==> config.mk <==
export PLATFORM = sky130hd
export DESIGN_NAME = dhcp_option_stream_parser
export DESIGN_NICKNAME = d
export VERILOG_FILES = /design/src/design/dosp_pkg.sv /design/src/design/dosp_parser.sv /design/src/design/dosp_out_fifo.sv /design/src/design/dhcp_option_stream_parser.sv
export SDC_FILE = /design/constraint.sdc
export NUM_CORES = 1
export LEC_CHECK = 0
export BUFFER_PORTS_ARGS = -buffer_cell sky130_fd_sc_hd__buf_2
export CAP_MARGIN = 20
export CELL_PAD_IN_SITES_DETAIL_PLACEMENT = 0
export CELL_PAD_IN_SITES_GLOBAL_PLACEMENT = 1
export CORE_ASPECT_RATIO = 0.5
export CORE_UTILIZATION = 30
export CTS_BUF_LIST = sky130_fd_sc_hd__clkbuf_4 sky130_fd_sc_hd__clkbuf_8
export CTS_CLUSTER_SIZE = 14
export DETAILED_ROUTE_END_ITERATION = 10
export PLACE_DENSITY_LB_ADDON = 0.08
export REMOVE_ABC_BUFFERS = 1
export SYNTH_ARGS = -nofsm -noshare
export SYNTH_HDL_FRONTEND = slang
export SYNTH_HIERARCHICAL = 1
export SYNTH_SLANG_ARGS = --single-unit
==> constraint.sdc <==
create_clock -name clk -period 28.7 [get_ports clk]
set_input_delay 1.435 -clock clk [delete_from_list [all_inputs] [get_ports clk]]
set_output_delay 1.435 -clock clk [all_outputs]
set_load 0.05 [all_outputs]
==> src/design/dosp_pkg.sv <==
`timescale 1ns / 1ps

package dosp_pkg;

    // Result record kinds
    localparam logic KIND_VALUE   = 1'b0;
    localparam logic KIND_SUMMARY = 1'b1;

    // Summary status codes
    localparam logic [1:0] STATUS_OK        = 2'd0;
    localparam logic [1:0] STATUS_BAD_MAGIC = 2'd1;
    localparam logic [1:0] STATUS_TRUNCATED = 2'd2;
    localparam logic [1:0] STATUS_HOST_LONG = 2'd3;

    // Configuration register indexes
    localparam logic REG_HOSTNAME_MAX = 1'b0;
    localparam logic REG_VENDOR_MAX   = 1'b1;

    // Result queue sizing
    localparam int FifoDepth = 4;
    localparam int PtrW      = $clog2(FifoDepth);
    localparam int CntW      = $clog2(FifoDepth + 1);

    typedef struct packed {
        logic [7:0] data_byte;
        logic       last_byte;
    } in_beat_t;

    typedef struct packed {
        logic        record_kind;
        logic [7:0]  option_code;
        logic [7:0]  value_byte;
        logic [7:0]  value_index;
        logic [47:0] client_mac;
        logic [31:0] offered_ip;
        logic [7:0]  message_type;
        logic [31:0] lease_seconds;
        logic        lease_present;
        logic [1:0]  packet_status;
        logic        run_end;
    } out_beat_t;

    // Records produced by one accepted byte: zero, one or two.
    typedef struct packed {
        logic [1:0] count;
        out_beat_t  first;
        out_beat_t  second;
    } push_t;

endpackage

==> src/design/dosp_parser.sv <==
`timescale 1ns / 1ps

module dosp_parser
(
    input  logic              clk,
    input  logic              rst_n,
    input  logic              accept,
    input  dosp_pkg::in_beat_t in_beat,
    input  logic [7:0]        hostname_max_len,
    input  logic [7:0]        vendor_max_len,
    output dosp_pkg::push_t   push
);
    import dosp_pkg::*;

    localparam logic [2:0] PH_HEADER = 3'd0;
    localparam logic [2:0] PH_CODE   = 3'd1;
    localparam logic [2:0] PH_LEN    = 3'd2;
    localparam logic [2:0] PH_VALUE  = 3'd3;
    localparam logic [2:0] PH_DONE   = 3'd4;

    localparam logic [7:0] OPT_PAD      = 8'd0;
    localparam logic [7:0] OPT_HOSTNAME = 8'd12;
    localparam logic [7:0] OPT_LEASE    = 8'd51;
    localparam logic [7:0] OPT_MSGTYPE  = 8'd53;
    localparam logic [7:0] OPT_PARAMS   = 8'd55;
    localparam logic [7:0] OPT_VENDOR   = 8'd60;
    localparam logic [7:0] OPT_SEARCH   = 8'd119;
    localparam logic [7:0] OPT_END      = 8'd255;

    function automatic logic [7:0] cookie_byte(input logic [1:0] idx);
        logic [7:0] v;
        case (idx)
            2'd0:    v = 8'h63;
            2'd1:    v = 8'h82;
            2'd2:    v = 8'h53;
            default: v = 8'h63;
        endcase
        return v;
    endfunction

    logic [7:0]  byte_position_reg,  byte_position_next;
    logic [2:0]  parse_phase_reg,    parse_phase_next;
    logic [7:0]  current_code_reg,   current_code_next;
    logic [7:0]  bytes_left_reg,     bytes_left_next;
    logic [7:0]  byte_in_option_reg, byte_in_option_next;
    logic        emit_current_reg,   emit_current_next;
    logic [47:0] mac_store_reg,      mac_store_next;
    logic [31:0] ip_store_reg,       ip_store_next;
    logic [7:0]  type_store_reg,     type_store_next;
    logic [31:0] lease_store_reg,    lease_store_next;
    logic [31:0] lease_shift_reg,    lease_shift_next;
    logic        lease_flag_reg,     lease_flag_next;
    logic [1:0]  status_store_reg,   status_store_next;

    always_comb
    begin
        logic [7:0] b;
        logic [7:0] p;
        logic       val_emit;
        out_beat_t  val_rec;
        out_beat_t  sum_rec;

        b = in_beat.data_byte;
        p = byte_position_reg;
        val_emit = 1'b0;

        byte_position_next  = byte_position_reg;
        parse_phase_next    = parse_phase_reg;
        current_code_next   = current_code_reg;
        bytes_left_next     = bytes_left_reg;
        byte_in_option_next = byte_in_option_reg;
        emit_current_next   = emit_current_reg;
        mac_store_next      = mac_store_reg;
        ip_store_next       = ip_store_reg;
        type_store_next     = type_store_reg;
        lease_store_next    = lease_store_reg;
        lease_shift_next    = lease_shift_reg;
        lease_flag_next     = lease_flag_reg;
        status_store_next   = status_store_reg;

        unique case (parse_phase_reg)
            PH_HEADER:
            begin
                byte_position_next = 8'(p + 8'd1);
                if (p >= 8'd16 && p <= 8'd19)
                begin
                    ip_store_next = {ip_store_reg[23:0], b};
                end
                else if (p >= 8'd28 && p <= 8'd33)
                begin
                    mac_store_next = {mac_store_reg[39:0], b};
                end
                else if (p >= 8'd236)
                begin
                    if (b != cookie_byte(p[1:0]))
                    begin
                        status_store_next  = STATUS_BAD_MAGIC;
                        parse_phase_next   = PH_DONE;
                        byte_position_next = p;
                    end
                    else if (p == 8'd239)
                    begin
                        parse_phase_next   = PH_CODE;
                        byte_position_next = p;
                    end
                end
            end
            PH_CODE:
            begin
                if (b == OPT_END)
                begin
                    parse_phase_next = PH_DONE;
                end
                else if (b != OPT_PAD)
                begin
                    current_code_next = b;
                    parse_phase_next  = PH_LEN;
                end
            end
            PH_LEN:
            begin
                bytes_left_next     = b;
                byte_in_option_next = 8'd0;
                lease_shift_next    = 32'd0;
                if (current_code_reg == OPT_HOSTNAME && b > hostname_max_len)
                begin
                    status_store_next = STATUS_HOST_LONG;
                    parse_phase_next  = PH_DONE;
                end
                else
                begin
                    emit_current_next = (current_code_reg == OPT_PARAMS)
                        || (current_code_reg == OPT_SEARCH)
                        || (current_code_reg == OPT_HOSTNAME && b != 8'd0)
                        || (current_code_reg == OPT_VENDOR && b != 8'd0
                            && b <= vendor_max_len);
                    parse_phase_next = (b == 8'd0) ? PH_CODE : PH_VALUE;
                end
            end
            PH_VALUE:
            begin
                if (current_code_reg == OPT_MSGTYPE && byte_in_option_reg == 8'd0)
                begin
                    lease_shift_next = {24'd0, b};
                end
                if (current_code_reg == OPT_LEASE && byte_in_option_reg < 8'd4)
                begin
                    lease_shift_next = {lease_shift_reg[23:0], b};
                end
                val_emit = emit_current_reg &&
                           (current_code_reg != OPT_PARAMS || b != 8'd0);
                byte_in_option_next = 8'(byte_in_option_reg + 8'd1);
                bytes_left_next     = 8'(bytes_left_reg - 8'd1);
                if (bytes_left_next == 8'd0)
                begin
                    if (current_code_reg == OPT_MSGTYPE)
                    begin
                        type_store_next = lease_shift_next[7:0];
                    end
                    if (current_code_reg == OPT_LEASE && byte_in_option_next >= 8'd4)
                    begin
                        lease_store_next = lease_shift_next;
                        lease_flag_next  = 1'b1;
                    end
                    lease_shift_next  = 32'd0;
                    emit_current_next = 1'b0;
                    parse_phase_next  = PH_CODE;
                end
            end
            default:
            begin
            end
        endcase

        // Packet closes: truncation check, then summary from updated stores
        if (in_beat.last_byte && (parse_phase_next == PH_HEADER ||
            parse_phase_next == PH_LEN || parse_phase_next == PH_VALUE))
        begin
            status_store_next = STATUS_TRUNCATED;
        end

        val_rec             = '0;
        val_rec.record_kind = KIND_VALUE;
        val_rec.option_code = current_code_reg;
        val_rec.value_byte  = b;
        val_rec.value_index = byte_in_option_reg;
        val_rec.run_end     = !in_beat.last_byte;

        sum_rec               = '0;
        sum_rec.record_kind   = KIND_SUMMARY;
        sum_rec.client_mac    = mac_store_next;
        sum_rec.offered_ip    = ip_store_next;
        sum_rec.message_type  = type_store_next;
        sum_rec.lease_seconds = lease_store_next;
        sum_rec.lease_present = lease_flag_next;
        sum_rec.packet_status = status_store_next;
        sum_rec.run_end       = 1'b1;

        push.first  = val_emit ? val_rec : sum_rec;
        push.second = sum_rec;
        push.count  = accept ? (2'({1'b0, val_emit}) + 2'({1'b0, in_beat.last_byte}))
                             : 2'd0;

        if (in_beat.last_byte)
        begin
            byte_position_next  = 8'd0;
            parse_phase_next    = PH_HEADER;
            current_code_next   = 8'd0;
            bytes_left_next     = 8'd0;
            byte_in_option_next = 8'd0;
            emit_current_next   = 1'b0;
            mac_store_next      = 48'd0;
            ip_store_next       = 32'd0;
            type_store_next     = 8'd0;
            lease_store_next    = 32'd0;
            lease_shift_next    = 32'd0;
            lease_flag_next     = 1'b0;
            status_store_next   = STATUS_OK;
        end
    end

    always_ff @(posedge clk or negedge rst_n)
    begin
        if (!rst_n)
        begin
            byte_position_reg  <= 8'd0;
            parse_phase_reg    <= PH_HEADER;
            current_code_reg   <= 8'd0;
            bytes_left_reg     <= 8'd0;
            byte_in_option_reg <= 8'd0;
            emit_current_reg   <= 1'b0;
            mac_store_reg      <= 48'd0;
            ip_store_reg       <= 32'd0;
            type_store_reg     <= 8'd0;
            lease_store_reg    <= 32'd0;
            lease_shift_reg    <= 32'd0;
            lease_flag_reg     <= 1'b0;
            status_store_reg   <= STATUS_OK;
        end
        else if (accept)
        begin
            byte_position_reg  <= byte_position_next;
            parse_phase_reg    <= parse_phase_next;
            current_code_reg   <= current_code_next;
            bytes_left_reg     <= bytes_left_next;
            byte_in_option_reg <= byte_in_option_next;
            emit_current_reg   <= emit_current_next;
            mac_store_reg      <= mac_store_next;
            ip_store_reg       <= ip_store_next;
            type_store_reg     <= type_store_next;
            lease_store_reg    <= lease_store_next;
            lease_shift_reg    <= lease_shift_next;
            lease_flag_reg     <= lease_flag_next;
            status_store_reg   <= status_store_next;
        end
    end

    // Closing byte returns the packet state to its cleared form
    a_clear_after_last: assert property (@(posedge clk) disable iff (!rst_n)
        accept && in_beat.last_byte |=> parse_phase_reg == PH_HEADER
            && byte_position_reg == 8'd0 && status_store_reg == STATUS_OK)
        else $error("packet state not cleared after last byte");

    // Position freezes inside the cookie once the header is left
    a_position_frozen: assert property (@(posedge clk) disable iff (!rst_n)
        parse_phase_reg != PH_HEADER |-> byte_position_reg >= 8'd236
            && byte_position_reg <= 8'd239)
        else $error("byte position outside cookie after header");

endmodule

==> src/design/dosp_out_fifo.sv <==
`timescale 1ns / 1ps

module dosp_out_fifo
(
    input  logic                clk,
    input  logic                rst_n,
    input  dosp_pkg::push_t     push,
    output logic                room,
    output logic                out_valid,
    input  logic                out_stall,
    output dosp_pkg::out_beat_t out_data
);
    import dosp_pkg::*;

    out_beat_t         entry_reg [FifoDepth];
    logic [PtrW-1:0]   wr_ptr_reg, wr_ptr_next;
    logic [PtrW-1:0]   rd_ptr_reg, rd_ptr_next;
    logic [CntW-1:0]   count_reg,  count_next;
    logic              pop;

    // Two free slots are needed since one byte may raise two records
    assign room      = count_reg <= CntW'(FifoDepth - 2);
    assign out_valid = count_reg != '0;
    assign out_data  = entry_reg[rd_ptr_reg];
    assign pop       = out_valid && !out_stall;

    always_comb
    begin
        wr_ptr_next = PtrW'(wr_ptr_reg + PtrW'(push.count));
        rd_ptr_next = pop ? PtrW'(rd_ptr_reg + PtrW'(1)) : rd_ptr_reg;
        count_next  = CntW'(count_reg + CntW'(push.count) - CntW'(pop));
    end

    always_ff @(posedge clk)
    begin
        if (push.count != 2'd0)
        begin
            entry_reg[wr_ptr_reg] <= push.first;
        end
        if (push.count == 2'd2)
        begin
            entry_reg[PtrW'(wr_ptr_reg + PtrW'(1))] <= push.second;
        end
    end

    always_ff @(posedge clk or negedge rst_n)
    begin
        if (!rst_n)
        begin
            wr_ptr_reg <= '0;
            rd_ptr_reg <= '0;
            count_reg  <= '0;
        end
        else
        begin
            wr_ptr_reg <= wr_ptr_next;
            rd_ptr_reg <= rd_ptr_next;
            count_reg  <= count_next;
        end
    end

    a_no_overflow: assert property (@(posedge clk) disable iff (!rst_n)
        push.count != 2'd0 |-> CntW'(count_reg + CntW'(push.count)) <= CntW'(FifoDepth))
        else $error("result queue overflow");

    a_count_tracks_ptrs: assert property (@(posedge clk) disable iff (!rst_n)
        count_reg != CntW'(FifoDepth) |->
            PtrW'(wr_ptr_reg - rd_ptr_reg) == PtrW'(count_reg))
        else $error("queue count disagrees with pointers");

endmodule

==> src/design/dhcp_option_stream_parser.sv <==
`timescale 1ns / 1ps

// Channel  Direction  Handshake                 Payload
// in       input      in_valid / in_stall       in_data   (in_beat_t: data_byte, last_byte)
// out      output     out_valid / out_stall     out_data  (out_beat_t: one record per beat)
// cfg      input      cfg_we (no wait)          cfg_index, cfg_wdata
//
// One payload byte is taken per cycle while in_stall is low; parse state is updated
// at the accept edge. A byte raises zero, one or two records (value byte, then summary
// on last_byte), written together into a 4-entry result queue that drives out_data
// directly. in_stall rises whenever fewer than two queue slots are free; a record is
// written into the queue at the edge that accepts its byte. Reset clears parse state
// and restores both length limits to 62; the byte that raises the summary returns the
// packet state to reset.

module dhcp_option_stream_parser
(
    input  logic                clk,
    input  logic                rst_n,
    input  logic                in_valid,
    output logic                in_stall,
    input  dosp_pkg::in_beat_t  in_data,
    output logic                out_valid,
    input  logic                out_stall,
    output dosp_pkg::out_beat_t out_data,
    input  logic                cfg_we,
    input  logic                cfg_index,
    input  logic [7:0]          cfg_wdata
);
    import dosp_pkg::*;

    logic [7:0] hostname_max_len_reg;
    logic [7:0] vendor_max_len_reg;
    logic       room;
    logic       accept;
    push_t      push;

    assign in_stall = !room;
    assign accept   = in_valid && room;

    // Length limits; user writes them only while the parser is idle; block does not check
    always_ff @(posedge clk or negedge rst_n)
    begin
        if (!rst_n)
        begin
            hostname_max_len_reg <= 8'd62;
            vendor_max_len_reg   <= 8'd62;
        end
        else if (cfg_we)
        begin
            unique case (cfg_index)
                REG_HOSTNAME_MAX: hostname_max_len_reg <= cfg_wdata;
                REG_VENDOR_MAX:   vendor_max_len_reg   <= cfg_wdata;
                default:
                begin
                end
            endcase
        end
    end

    dosp_parser u_parser
    (
        .clk              (clk),
        .rst_n            (rst_n),
        .accept           (accept),
        .in_beat          (in_data),
        .hostname_max_len (hostname_max_len_reg),
        .vendor_max_len   (vendor_max_len_reg),
        .push             (push)
    );

    dosp_out_fifo u_out_fifo
    (
        .clk       (clk),
        .rst_n     (rst_n),
        .push      (push),
        .room      (room),
        .out_valid (out_valid),
        .out_stall (out_stall),
        .out_data  (out_data)
    );

endmodule

==> reports/metrics.cfg <==
[worst_setup_path]
crit_type=input port to flip-flop
crit_path_end_kind=flip-flop
path_cells=buf_2, buf_4, nor4_4, nand3_1, o311a_4, ha_1, and2_1, nor2b_1, nand3_4, buf_4, buf_4, buf_4, mux2_2
crit_top_cell=buf_4
critPathLaunchType=input port
cp.required_ns=29.29
arrival_ns=7.25
cpMaxStageDelayCell=buf_4
critPathMaxFanout=44
slowest_delay_ns=0.81

[drt]
routed_wl_mm=121
via_count=23900
vias_per_cell=4.90
antenna_left=0
drc=0
routedWlPerCell_um=24.9
first_pass_iters=5
drt-initial-drc-count=1400

[min_path]
hold_path.class=flip-flop to flip-flop

[logic_synthesis]
synthFlopType=edfxtp_1
synth-seq-cells=810
synthArstFlopShare=0.264
syn-cell-area_um2=41500
ys_types=80
synth.yosys.seq_area_share=0.561
synth_area_per_cell_um2=15.3
synthCells=2717
synth_edf_count=596
yosys_warnings=6

[timing]
min_period_ns=6.66
hold_viol=0
relSlewSlack=0.295
fmax_ghz=0.150
finalCritPeriodShare=0.232
clock_skew_ns=0.0227
max_slew.worst_pin.slew_ns=1.06
tns_ns=0
setup_viol=0
rsz0062_at_grt=false
drv_slew=0
timing.hold.ws_ns=0.486

[clock_tree]
cts_hold_buf=0
cts.path.max_buffers=3
clk_pin_slew_worst_paths_ns=0.06
htreeDepth=4
cts_resized=0
postCtsSetupRepairBufs=0
cts-root-buf=clkbuf_8
cts.sinks=810
numCtsBuffers=139
cts_tree=done
clock_latency_ns=0.84

[power]
p_leak_nw=19.4
ir_drop_v=0.0000488
power_density_nw_per_um2=80.6

[grt]
grt_pass1_wl_mm=180
antenna_found_initial=11
gr-total-overflow=0
grt_max_degree=108
grt_use_total=0.175
grt_pass1_vias=26400

[place]
gp_congestion=0.726
placed_area_um2=44100
dp_hpwl_mm=67.0
dp_cells=4616
io_buffers=173

[layout]
largest_reg_flops=596
final_nets=2950
stdcell_count=4874
layout-drive-gt1-share=0.383
fillCellCount=13400
design_area_um2=47000
syn2layout_area_growth_pct=13.2

[floorplan]
initial_core_util=0.303
num_rows=96
core_area_um2=137000
pin_count=174
dieArea_um2=140000
chipWidth_um=528
die_h_um=265

[outcome]
status=finished, final reports clean

[flow_run]
drv_cap=0

power breakdown:
group / switching, W / total (W) / leakage (nW) / internal [W]
logic: 0.000890 / 0.00127 / 9.47 / 0.000378
registers: 0.0000817 / 0.00143 / 8.42 / 0.00134
clock network: 0.000502 / 0.00109 / 1.50 / 0.000589
cell families (layout without fill, tap and decap cells):
| group | count (synthesis) | count (layout) | share of synthesized area |
|---|---|---|---|
| other | 2 | 27 | 0.000181 |
| and+or+nand+nor | 308 | 308 | 0.0370 |
| AOI/OAI and AO/OA | 289 | 289 | 0.0576 |
| adders and majority gates | 32 | 32 | 0.00983 |
| buffers and inverters | 373 | 643 | 0.0442 |
| xor gates and xnor gates | 15 | 15 | 0.00317 |
| muxes | 888 | 888 | 0.287 |
| DFF | 810 | 810 | 0.561 |
stage by stage:
step / setup slack (ns) / total power [W] / util
global route: 21.77 / 0.00397 / 0.342
detailed placement: 21.11 / 0.00276 / 0.322
finish: 22.04 / 0.00379 / 0.342
CTS: 22.04 / 0.00387 / 0.342
global placement: 21.15 / 0.00276 / 0.322
floorplan: 4.90 / 0.00241 / -
layout make-up:
type                       instances  area (um^2)  share of cell area
antenna                            1         2.50           0.0000533
clock buffer                     220         2670              0.0569
clock inverter                    37          168             0.00357
inverter                         159          602              0.0128
multi-input combinational       1558        16600               0.353
sequential                       810        23300               0.496
tap                             1862         2330              0.0496
timing repair buffer             227         1330              0.0282
final timing paths:
| check | startpoint | end | slack [ns] | cells past startpoint |
|---|---|---|---|---|
| max | in_data[7] | u_out_fifo/entry_reg[0][92] | 22.04 | 13 |
| min | u_parser/type_store_reg[4] | u_parser/type_store_reg[4] | 0.49 | 1 |
| max reg2reg | u_parser/parse_phase_reg[1] | u_out_fifo/entry_reg[0][102] | 22.50 | 13 |
| min reg2reg | u_parser/type_store_reg[4] | u_parser/type_store_reg[4] | 0.49 | 1 |
| max in group asynchronous | rst_n | u_parser/current_code_reg[5] | 26.12 | 3 |
| min in group asynchronous | rst_n | u_parser/mac_store_reg[46] | 0.58 | 1 |
placed cells by master (no fill, tap or decap), types with 6 or more instances in the layout:
cell	n
a22o_1	72
buf_4	50
clkinv_1	27
o21ai_0	21
dfstp_2	10
mux2_4	107
nor2b_1	8
edfxtp_1	596
inv_1	157
dfrtp_1	202
nand2_1	26
clkbuf_8	163
mux4_2	149
ha_1	31
a21oi_1	16
mux2_2	393
mux2_1	120
nor3_1	14
buf_2	172
mux2i_1	119
conb_1	26
and3_1	8
nand3_1	18
and2_1	27
nor2_1	156
xnor2_1	10
o31ai_1	6
clkbuf_4	57
nand4_1	7
o2bb2ai_1	120
Yosys cell counts (29+ instances only):
cell type | number | area (um^2)
edfxtp_1 | 596 | 17900
mux2_2 | 393 | 4430
dfrtp_1 | 204 | 5100
nor2_1 | 159 | 597
inv_1 | 158 | 593
mux4_2 | 149 | 3360
mux2_1 | 120 | 1350
o2bb2ai_1 | 120 | 1050
mux2i_1 | 119 | 1190
mux2_4 | 107 | 1610
clkbuf_1 | 78 | 293
a22o_1 | 72 | 631
buf_2 | 58 | 290
buf_4 | 42 | 315
ha_1 | 31 | 388
nand2_1 | 29 | 109
metal layers:
metal / GRT usage / part of all wire / routed length, um / up-vias
li1: - / - / - / 10800
met1: 0.244 / 0.48 / 58700 / 12500
met5: 0 / 0.00047 / 57 / -
met2: 0.280 / 0.46 / 56300 / 382
met3: 0.0283 / 0.033 / 4030 / 169
met4: 0.0494 / 0.018 / 2240 / 8
worst max-delay path, delay by kind of cell:
family	cells	cell delay (ns)
mux	1	0.42
simple gates	5	1.52
buf+inv	5	2.65
compound gates	1	0.69
fa+ha+maj	1	0.40
No activity file was read; power rests on OpenSTA's default activity.
